File: config.mk
export PLATFORM = sky130hd
export DESIGN_NAME = bank_mapper_with_scanline_irq
export DESIGN_NICKNAME = d
export VERILOG_FILES = /design/src/design/bmsirq_pkg.sv /design/src/design/bmsirq_step.sv /design/src/design/bank_mapper_with_scanline_irq.sv
export SDC_FILE = /design/constraint.sdc
export NUM_CORES = 1
export LEC_CHECK = 0
export BUFFER_PORTS_ARGS = -buffer_cell sky130_fd_sc_hd__buf_2
export CAP_MARGIN = 20
export CORE_UTILIZATION = 64
export DETAILED_ROUTE_END_ITERATION = 6
export MAX_ROUTING_LAYER = met4
export PLACE_DENSITY = 0.89
export SETUP_SLACK_MARGIN = 0.3
export SYNTH_ARGS = -nofsm -noshare
export SYNTH_HDL_FRONTEND = slang
export SYNTH_SLANG_ARGS = --single-unit
File: constraint.sdc
create_clock -name clk -period 7.2 [get_ports clk]
set_input_delay 0.36 -clock clk [delete_from_list [all_inputs] [get_ports clk]]
set_output_delay 0.36 -clock clk [all_outputs]
set_load 0.005 [all_outputs]
File: src/design/bmsirq_pkg.sv
// Package for the bank mapper with scanline interrupt: item, result and state types,
// register decode codes, reset values and the program bank wrap table.
// No dependencies; every design file imports it.
package bmsirq_pkg;

  // Number of 8K program banks on the cartridge, 2 to 256.
  localparam int PRG_BANKS = 64;

  localparam int S_TDATA_W = 40;
  localparam int S_TUSER_W = 2;
  localparam int M_TDATA_W = 24;

  typedef enum logic [1:0] {
    ACT_WRITE   = 2'd0,
    ACT_TICK    = 2'd1,
    ACT_CPU_XLT = 2'd2,
    ACT_PPU_XLT = 2'd3
  } action_t;

  // Register decode: {address[15:13], address[0]} once address[15] is set.
  localparam logic [3:0] REG_BANK_CTRL  = 4'b1000;
  localparam logic [3:0] REG_BANK_DATA  = 4'b1001;
  localparam logic [3:0] REG_MIRROR     = 4'b1010;
  localparam logic [3:0] REG_SRAM_MODE  = 4'b1011;
  localparam logic [3:0] REG_IRQ_COUNT  = 4'b1100;
  localparam logic [3:0] REG_IRQ_LATCH  = 4'b1101;
  localparam logic [3:0] REG_IRQ_OFF    = 4'b1110;
  localparam logic [3:0] REG_IRQ_ON     = 4'b1111;

  // Bank selector codes in the low nibble of the bank control byte.
  localparam logic [3:0] BSEL_CHR0      = 4'h0;
  localparam logic [3:0] BSEL_CHR2      = 4'h1;
  localparam logic [3:0] BSEL_CHR4      = 4'h2;
  localparam logic [3:0] BSEL_CHR7      = 4'h5;
  localparam logic [3:0] BSEL_PRG0      = 4'h6;
  localparam logic [3:0] BSEL_PRG3      = 4'h9;
  localparam logic [3:0] BSEL_CHR1      = 4'hA;
  localparam logic [3:0] BSEL_CHR3      = 4'hB;

  localparam logic [7:0] SRAM_MODE_MASK  = 8'hF4;
  localparam logic [7:0] SRAM_MODE_MATCH = 8'hE4;
  localparam logic [2:0] SRAM_PAGE_NONE  = 3'd4;
  localparam logic [8:0] LAST_VISIBLE_LINE = 9'd239;
  localparam logic [7:0] CHR_RAM_LAST    = 8'd7;

  typedef struct packed {
    action_t     action;
    logic        display_on;
    logic [8:0]  scanline;
    logic [7:0]  data;
    logic [15:0] address;
  } item_t;

  typedef struct packed {
    logic       irq_out;
    logic [1:0] mirror_mode;
    logic [2:0] sram_page;
    logic       chr_is_ram;
    logic [7:0] chr_bank;
    logic [7:0] prg_bank;
  } result_t;

  typedef struct packed {
    logic [7:0]      bank_control;
    logic [7:0][7:0] chr_slots;
    logic [3:0][7:0] prg_slots;
    logic [1:0]      mirror_select;
    logic [7:0]      sram_mode;
    logic [7:0]      irq_count;
    logic [7:0]      irq_reload;
    logic            irq_enabled;
    logic            irq_pending;
    logic            irq_line;
  } mapper_state_t;

  typedef logic [255:0][7:0] prg_lut_t;

  // Bank number reduced modulo the bank count, for every 8-bit slot value.
  function automatic prg_lut_t prg_lut_build();
    prg_lut_t lut;
    for (int i = 0; i < 256; i++) begin
      lut[i] = 8'(i % PRG_BANKS);
    end
    return lut;
  endfunction

  localparam prg_lut_t PRG_LUT = prg_lut_build();

  function automatic mapper_state_t state_reset_value();
    mapper_state_t s;
    s = '0;
    for (int i = 0; i < 8; i++) begin
      s.chr_slots[i] = 8'(i);
    end
    s.prg_slots[0] = 8'd0;
    s.prg_slots[1] = 8'd1;
    s.prg_slots[2] = 8'(PRG_BANKS - 2);
    s.prg_slots[3] = 8'(PRG_BANKS - 1);
    return s;
  endfunction

  localparam mapper_state_t STATE_RESET = state_reset_value();

endpackage

File: src/design/bmsirq_step.sv
// Combinational step of the mapper: applies one item to the mapper state and forms
// the result word from the updated state. Depends on bmsirq_pkg.
module bmsirq_step
  import bmsirq_pkg::*;
(
  input  mapper_state_t st,
  input  item_t         item,
  output mapper_state_t st_next,
  output result_t       res
);

  logic [3:0] reg_code;
  logic [3:0] bank_sel;
  logic [7:0] cnt;
  logic [1:0] prg_slot;
  logic [2:0] chr_slot;
  logic [7:0] chr_val;

  assign reg_code = {item.address[15:13], item.address[0]};
  assign bank_sel = st.bank_control[3:0];

  // State update.
  always_comb begin
    st_next = st;
    cnt     = st.irq_count;
    unique case (item.action)
      ACT_WRITE: begin
        if (item.address[15]) begin
          unique case (reg_code)
            REG_BANK_CTRL: st_next.bank_control = item.data;
            REG_BANK_DATA: begin
              case (bank_sel) inside
                BSEL_CHR0: st_next.chr_slots[0] = item.data;
                BSEL_CHR2: st_next.chr_slots[2] = item.data;
                [BSEL_CHR4:BSEL_CHR7]:
                  st_next.chr_slots[3'(bank_sel - BSEL_CHR4) + 3'd4] = item.data;
                [BSEL_PRG0:BSEL_PRG3]:
                  st_next.prg_slots[2'(bank_sel - BSEL_PRG0)] = item.data;
                BSEL_CHR1: st_next.chr_slots[1] = item.data;
                BSEL_CHR3: st_next.chr_slots[3] = item.data;
                default: ;
              endcase
            end
            REG_MIRROR:    st_next.mirror_select = item.data[1:0];
            REG_SRAM_MODE: st_next.sram_mode = item.data;
            REG_IRQ_COUNT: begin
              st_next.irq_count   = item.data;
              st_next.irq_pending = 1'b0;
            end
            REG_IRQ_LATCH: begin
              st_next.irq_reload  = item.data;
              st_next.irq_pending = 1'b0;
            end
            REG_IRQ_OFF: begin
              st_next.irq_enabled = 1'b0;
              st_next.irq_pending = 1'b0;
              st_next.irq_line    = 1'b0;
            end
            REG_IRQ_ON: begin
              st_next.irq_enabled = 1'b1;
              st_next.irq_pending = 1'b0;
            end
            default: ;
          endcase
        end
      end
      ACT_TICK: begin
        if (item.scanline <= LAST_VISIBLE_LINE && item.display_on &&
            st.irq_enabled && !st.irq_pending) begin
          // Line zero takes one extra count off a running counter.
          if (item.scanline == '0 && cnt != '0) begin
            cnt = cnt - 8'd1;
          end
          if (cnt == '0) begin
            st_next.irq_pending = 1'b1;
            st_next.irq_line    = 1'b1;
            cnt = st.irq_reload;
          end
          st_next.irq_count = cnt - 8'd1;
        end
      end
      default: ;
    endcase
  end

  // Address translation reads the state, which translate items never change.
  always_comb begin
    prg_slot = item.address[14:13];
    if (!prg_slot[0]) begin
      prg_slot[1] = prg_slot[1] ^ st.bank_control[6];
    end
    chr_slot = item.address[12:10] ^ {st.bank_control[7], 2'b00};
    chr_val  = st.chr_slots[chr_slot];

    res             = '0;
    res.sram_page   = SRAM_PAGE_NONE;
    res.mirror_mode = st_next.mirror_select;
    res.irq_out     = st_next.irq_line;
    if (item.action == ACT_CPU_XLT) begin
      if (item.address[15]) begin
        res.prg_bank = PRG_LUT[st.prg_slots[prg_slot]];
      end else if (item.address[14:13] == 2'b11) begin
        if ((st.sram_mode & SRAM_MODE_MASK) == SRAM_MODE_MATCH) begin
          res.sram_page = {1'b0, st.sram_mode[1:0]};
        end
      end
    end else if (item.action == ACT_PPU_XLT) begin
      if (item.address[15:13] == 3'b000) begin
        res.chr_bank   = chr_val;
        res.chr_is_ram = (chr_val <= CHR_RAM_LAST);
      end
    end
  end

endmodule

File: src/design/bank_mapper_with_scanline_irq.sv
// Top level of the cartridge bank mapper with scanline interrupt counter.
// Holds the input register, the mapper state and the result register; the step
// logic lives in bmsirq_step. Depends on bmsirq_pkg.
//
// Use: every word on the slave stream is one access: a register write, a
// scanline tick, a CPU address translate or a PPU address translate, chosen by
// s_axis_tuser. Every accepted word gives exactly one result word on the master
// stream, in order. The result carries the program and pattern banks for a
// translate (zero otherwise), the work RAM page (4 for normal or unused), and
// the current mirroring and interrupt line as they stand after the access.
//
// Flow: a word accepted into the input register is applied to the mapper state
// by short logic when it moves on, and its result is held in the result register
// and presented on m_axis. The block sustains one word per clock while the receiver
// takes results; the only loop is the state register feeding the step logic.
//
// Reset (rst, synchronous, active high) empties both registers and loads the
// power-up bank layout: pattern slots 0..7, program slots 0, 1 and the last two
// banks, everything else zero. When the receiver stalls, the result register holds
// its word; the input register still takes a word if it is empty, and only then
// does s_axis_tready drop until the result is taken.
module bank_mapper_with_scanline_irq
  import bmsirq_pkg::*;
(
  input  logic                 clk,
  input  logic                 rst,
  input  logic                 s_axis_tvalid,
  output logic                 s_axis_tready,
  // tdata, low bit up: address[15:0], data[23:16], scanline[32:24], display_on[33], zero pad
  input  logic [S_TDATA_W-1:0] s_axis_tdata,
  // tuser: action[1:0]
  input  logic [S_TUSER_W-1:0] s_axis_tuser,
  output logic                 m_axis_tvalid,
  input  logic                 m_axis_tready,
  // tdata, low bit up: prg_bank[7:0], chr_bank[15:8], chr_is_ram[16], sram_page[19:17],
  // mirror_mode[21:20], irq_out[22], zero pad
  output logic [M_TDATA_W-1:0] m_axis_tdata
);

  item_t         in_item;
  item_t         s1_item;
  logic          s1_valid;
  logic          advance;
  mapper_state_t st;
  mapper_state_t st_next;
  result_t       res;
  result_t       out_res;
  logic          out_valid;

  assign in_item.action     = action_t'(s_axis_tuser);
  assign in_item.address    = s_axis_tdata[15:0];
  assign in_item.data       = s_axis_tdata[23:16];
  assign in_item.scanline   = s_axis_tdata[32:24];
  assign in_item.display_on = s_axis_tdata[33];

  // The held word moves on when the result register is empty or being drained.
  assign advance       = s1_valid && (!out_valid || m_axis_tready);
  assign s_axis_tready = !s1_valid || advance;

  bmsirq_step u_step (
    .st      (st),
    .item    (s1_item),
    .st_next (st_next),
    .res     (res)
  );

  always_ff @(posedge clk) begin
    if (rst) begin
      s1_valid  <= 1'b0;
      out_valid <= 1'b0;
      st        <= STATE_RESET;
    end else begin
      if (s_axis_tready) begin
        s1_valid <= s_axis_tvalid;
      end
      if (advance) begin
        st        <= st_next;
        out_valid <= 1'b1;
      end else if (m_axis_tready) begin
        out_valid <= 1'b0;
      end
    end
  end

  always_ff @(posedge clk) begin
    if (s_axis_tvalid && s_axis_tready) begin
      s1_item <= in_item;
    end
    if (advance) begin
      out_res <= res;
    end
  end

  assign m_axis_tvalid = out_valid;
  assign m_axis_tdata  = {{(M_TDATA_W - $bits(result_t)){1'b0}}, out_res};

`ifndef SYNTHESIS
  // The interrupt line is only raised while enabled, and disabling drops it.
  a_line_needs_enable: assert property (@(posedge clk) disable iff (rst)
    st.irq_line |-> st.irq_enabled)
    else $error("irq line high while irq disabled");

  // A pending interrupt always has its line raised.
  a_pending_has_line: assert property (@(posedge clk) disable iff (rst)
    st.irq_pending |-> st.irq_line)
    else $error("irq pending without irq line");

  // The mapper state changes only when a word is applied.
  a_state_holds: assert property (@(posedge clk) disable iff (rst)
    !advance |=> $stable(st))
    else $error("mapper state changed without an applied word");

  // Program banks are always reduced below the bank count.
  a_prg_in_range: assert property (@(posedge clk) disable iff (rst)
    out_valid |-> ({1'b0, out_res.prg_bank} < 9'(PRG_BANKS)))
    else $error("program bank out of range");

  // Work RAM page is a page number or the normal-bank code.
  a_page_in_range: assert property (@(posedge clk) disable iff (rst)
    out_valid |-> (out_res.sram_page <= SRAM_PAGE_NONE))
    else $error("work RAM page out of range");
`endif

endmodule
---- Word level (Yosys, flattened, before mapping) ----
Memories as Yosys holds them, arrays and structs flattened. A register that Yosys moved wholly into a read port is not among the register bits.
Index checks and enable logic that the tools add are counted.
W data, S select, Z words.
cells by class
  reduce and logical (&&, ||, !) cells .... 46
  magnitude comparators ................... 12
  bitwise gates (word level) .............. 10
  equality and inequality tests ........... 24
  add/subtract/negate cells ............... 5
  multiplexer cells ....................... 46
operators by type and width
  kind                   count
  $mux W8                26
  $bwmux W64             1
  $eq A4 B4 Y1 const B   10
  $bwmux W32             1
  $mux W29               1
  $bmux W8 S3            1
  $demux W8 S3           1
  $reduce_and A6 Y1      3
  $bmux W8 S2            1
  $demux W8 S2           1
  $pmux W8 S2            1
  $reduce_and A4 Y1      4
  $reduce_and A8 Y1      2
  $sub A8 B1 Y8 const B  2
  $reduce_bool A2 Y1     7
  $logic_and A1 B1 Y1    10
  $mux W10               1
  $ne A2 B1 Y1 const B   5
  $le A9 B8 Y1 const B   1
  $logic_not A9 Y1       1
  $reduce_and A9 Y1      1
  $le A8 B3 Y1 const B   1
  $logic_not A8 Y1       1
  $lt A3 B4 Y1 const B   2
  other kinds (34)       58
word-level totals
  memories ................................ 1
  register bits ........................... 186
  memory bits (read-only) ................. 2048
memories
  name              words  width  read ports  clocked after memory_dff  write ports  RTL line            text
  (name not given)  256    8      1           1                         0            bmsirq_step.sv:101  res.prg_bank = PRG_LUT[st.prg_slots[prg_slot]];

---- Longest topological paths before layout ----
  depth after elaboration ................. 13
  depth in mapped cells ................... 15
  gate-level depth less buffers ........... 14

---- By module ----
A second synthesis with hierarchy kept.
second synthesis, totals
  cells, all modules ...................... 1054
  area, all modules ....................... 11128.2 µm²
by module, submodules not included
  module                         cells an instance  times used  area each (µm²)  sequential area each (µm²)
  bank_mapper_with_scanline_irq  648                1           7693.6           4474.3
  bmsirq_step                    406                1           3434.5           0.0

---- Worst setup path before layout ----
No wires, ideal clock.
  path kind ............................... register to register
  start ................................... register, netlist name st[11]
  end ..................................... register, netlist name st[17]
  path slack .............................. 4.077 ns
  clock period less this slack ............ 3.123 ns
  library setup time ...................... 0.120 ns
  cell stages (with the launch flop) ...... 14
  arrival time ............................ 3.004 ns
  cells stage by stage .................... dfxtp_1 inv_1 ha_1 or4b_1 nor4_2 mux2_4 a211oi_4 a31oi_2 ha_1 inv_1 a31oi_1 o211ai_1 nor3_1 o31a_1
between the ends
  word-level cells in the longest chain between the ends .. 12
RTL lines
  item                                                                   RTL line           text
  parallel branches: the longest is 2 deep, another holds $sub A8 B1 Y8  --
  $mux W8 *                                                              bmsirq_step.sv:71  if (item.scanline == '0 && cnt != '0) begin
  $mux W8 *                                                              bmsirq_step.sv:68  if (item.scanline <= LAST_VISIBLE_LINE && item.display_on &&
  $mux W8 *                                                              bmsirq_step.sv:26  unique case (item.action)
  $logic_not A8 Y1                                                       bmsirq_step.sv:74  if (cnt == '0) begin
  $mux W8 *                                                              bmsirq_step.sv:74
  $mux W8 *                                                              bmsirq_step.sv:68
  $mux W8 *                                                              bmsirq_step.sv:26
  $sub A8 B1 Y8 *                                                        bmsirq_step.sv:79  st_next.irq_count = cnt - 8'd1;
  $mux W8 *                                                              bmsirq_step.sv:68
  $pmux W8 S2 *                                                          bmsirq_step.sv:26
Mark *: on every way between the ends. The select of a mux whose other input is x is not followed.
A chain may end at the register's enable or synchronous reset.

---- Final worst setup path ----
  start ................................... register, netlist name st[11]
  end ..................................... register, netlist name st[17]
between the ends
  word-level cells in the longest chain between the ends .. 12
RTL lines
  item                                                                   RTL line
  parallel branches: the longest is 2 deep, another holds $sub A8 B1 Y8  --
  $mux W8 *                                                              bmsirq_step.sv:71
  $mux W8 *                                                              bmsirq_step.sv:68
  $mux W8 *                                                              bmsirq_step.sv:26
  $logic_not A8 Y1                                                       bmsirq_step.sv:74
  $mux W8 *                                                              bmsirq_step.sv:74
  $mux W8 *                                                              bmsirq_step.sv:68
  $mux W8 *                                                              bmsirq_step.sv:26
  $sub A8 B1 Y8 *                                                        bmsirq_step.sv:79
  $mux W8 *                                                              bmsirq_step.sv:68
  $pmux W8 S2 *                                                          bmsirq_step.sv:26
Marked as above.

==> impl_metrics.csv <==
group,metric,value,unit
run_status,status,"complete, no violations",
floorplanning,io_pins,72,
setup_path,critical_path_peak_fanout,14,
final_layout,n_antenna_cell,0,
power_and_ir_drop,clkPwrFrac,45.5,%
power_and_ir_drop,power.switching,0.000455,W
global_route,antenna_found_initial,0,
final_layout,final_layout_size_suffix_gt1_share,16.1,%
power_and_ir_drop,peakVddDrop,194,uV
final_layout,area_growth,11.7,%
sta,fmax,0.256,GHz
global_route,grt_pass1_vias,6064,
setup_path,critPathSlowestCell,"or4b_1",
logic_synthesis,synthMuxAreaShare,16.2,%
sta,timing.setup.tns,0,ns
sta,clock_skew,0.00962,ns
floorplanning,die-area,12600,um^2
drt,dr.pass1.iters,5,
logic_synthesis,yosysSeqAreaShare,50.3,%
drt,final_antenna_net_count,0,
final_layout,nets,829,
drt,avgRoutedWirePerCell,20.2,um
power_and_ir_drop,combinationalPowerShare,4.2,%
final_layout,post-route-util,74.7,%
global_route,grt_usage,32.4,%
final_layout,mostFrequentLayoutCells,"124 x dfxtp_1, 113 x nor2_1, 82 x mux2i_1",
logic_synthesis,synth_xor_area_share,0.898,%
logic_synthesis,syn_area,7800,um^2
sta,rsz0062_at_grt,"no",
sta,maxSlewViolCount,0,
setup_path,worstPathCellList,"inv_1, ha_1, or4b_1, nor4_2, mux2_4, a211oi_4, a31oi_2, ha_1, inv_1, a31oi_1, o211ai_1, nor3_1, o31a_1",
logic_synthesis,ys_warn_count,0,
drt,drc,0,
cts,post_cts_buffers,0,
drt,vias,6057,
sta,hold_ws,0.0950,ns
logic_synthesis,synthCells,754,
cts,htree_num_levels,4,
placement,gp_congestion,0.905,
logic_synthesis,synth_seq_cells,172,
setup_path,start_kind,"register",
sta,setup_viol,0,
logic_synthesis,synthAdderAreaFrac,0.481,%
cts,numClockSinks,172,
cts,numCtsBuffers,17,
floorplanning,die_y,112,um
power_and_ir_drop,leakagePower,3.22,nW
sta,worst_pin_slew,1.11,ns
setup_path,end_kind,"register",
logic_synthesis,synth-async-reset-ratio,0,%
logic_synthesis,avgSynthCellArea,10.3,um^2
power_and_ir_drop,swShare,21.9,%
floorplanning,die_w,112,um
cts,postCtsHoldBufs,0,
cts,cts_root_buf,"clkbuf_16",
final_layout,final_common_cell,"dfxtp_1",
global_route,gr-usage-met2,53.8,%
power_and_ir_drop,intPower,0.00162,W
worst_hold_path,min_path_type,"in2reg",
global_route,met1_usage,38.2,%
logic_synthesis,synth_top_family_by_area,"simple AND/OR/NAND/NOR gates",
final_layout,fill_cells,760,
placement,port_buffers,53,
sta,slew_headroom,25.6,%
global_route,grt_start_max_net_pins,64,
placement,hpwl,11.9,mm
final_layout,multi_input_area,3640,um^2
cts,insertion_delay,0.44,ns
sta,worst_slack,3.29,ns
logic_synthesis,synth-simple-area-share,19.2,%
cts,clockBufferDepth,2,
cts,clk_pin_slew_worst_paths,0.07,ns
drt,first_iter_violations,590,
sta,finalCriticalPeriod,3.91,ns
logic_synthesis,yosys-top-cells-area,"dfxtp_1 32%, edfxtp_1 18%, mux2i_1 11%, nor2_1 5.4%, mux4_2 4.6%",
sta,hold_viol_final,0,
setup_path,critPathArrivalTime,4.23,ns
global_route,top_usage_layer,"met2",
power_and_ir_drop,pwr-share-seq,50.3,%
global_route,grt_util_met3,7.18,%
final_layout,regArea,3920,um^2
logic_synthesis,synth_edf_count,48,
floorplanning,row_count,39,
setup_path,critPathKind,"reg2reg",
floorplanning,initial_utilization,66.9,%
setup_path,slowest_delay,0.53,ns
logic_synthesis,ys.flop_type,"dfxtp_1",
cts,cts_tree,"done",
placement,post-place-ws,3.40,ns
cts,ctsResizeCount,0,
logic_synthesis,yosysUniqueCellTypes,67,
global_route,grt_overflow,0,
power_and_ir_drop,power.total,0.00207,W
job,drv_cap,0,
logic_synthesis,synth_compound_area_share,9.67,%
drt,via_per_inst,6.47,
logic_synthesis,synth_top_area_cell,"dfxtp_1",
floorplanning,coreArea,11700,um^2
drt,finalWirelength,18.9,mm
sta,timing.final.crit_share,54.3,%
global_route,grt_pass1_wl,30.2,mm
setup_path,critPathRequiredTime,7.53,ns
logic_synthesis,synth_top_area_share,31.8,%
power_and_ir_drop,p_per_area,238,nW/um^2
-- cells by family after synthesis --
kind of cell / count (synthesis)
DFF: 172
AOI/OAI and AO/OA: 103
adders and majority gates: 3
and+or+nand+nor: 299
other: 1
xor gates and xnor gates: 8
muxes: 105
buffers and inverters: 63
-- power by group through the flow --
| stage | Clock [W] | Combinational [W] | Sequential, W |
|---|---|---|---|
| finish | 0.000943 | 0.0000868 | 0.00104 |
| global route | 0.000987 | 0.0000941 | 0.00105 |
| CTS | 0.000946 | 0.0000839 | 0.00104 |
| detailed placement | 0 | 0.0000829 | 0.00106 |
| global placement | 0 | 0.0000807 | 0.00106 |
| floorplan | 0 | 0.0000703 | 0.00104 |
-- layer usage --
layer	wire length, um	up-vias
li1	-	2762
met1	7610	2931
met2	9260	315
met3	1520	49
met4	503	0
met5	0	-
-- Yosys cell counts, types with 7 or more instances --
cell / number
a211o_1: 20
a211oi_1: 14
a21oi_1: 29
a31oi_1: 8
and2_1: 8
clkbuf_1: 42
dfxtp_1: 124
edfxtp_1: 48
inv_1: 10
mux2i_1: 82
mux4_2: 16
nand2_1: 52
nand3_1: 31
nand4_1: 7
nor2_1: 113
nor2b_1: 28
nor3_1: 12
-- sequential cells by signal, summed over array words and instances, names as in the netlist --
register       count
s1_valid           1
m_axis_tvalid      1
s1_item           27
m_axis_tdata      21
st               122
-- worst max-delay path, delay by kind of cell (launching register included) --
family          cells  cell delay [ns]
compound gates      5             1.12
simple gates        3             0.90
buf+inv             2             0.25
mux                 1             0.40
flops               1             0.39
fa+ha+maj           2             0.74
-- per-stage QoR --
step	instance area, um^2	std cells
floorplan	7810	756
global placement	8070	902
detailed placement	8070	902
CTS	8690	934
global route	8710	936
finish	8710	936
-- final cells by class --
cell class / count / area share (%)
Clock buffer: 24 / 5.90
Sequential cell: 172 / 45.0
Clock inverter: 8 / 1.18
Timing Repair Buffer: 58 / 3.63
Inverter: 10 / 0.431
Multi-Input combinational cell: 521 / 41.8
Tap cell: 143 / 2.05
-- path summary, 6_finish.rpt --
check | from | endpoint | slack [ns] | depth (start not counted)
worst max-delay path | st[11] | st[17] | 3.29 | 13
worst min-delay path | s_axis_tuser[1] | s1_item[35] | 0.09 | 1
worst max register to register | st[11] | st[17] | 3.29 | 13
worst min register to register | st[104] | st[104] | 0.46 | 2
Power figures use the tool's default switching activity.
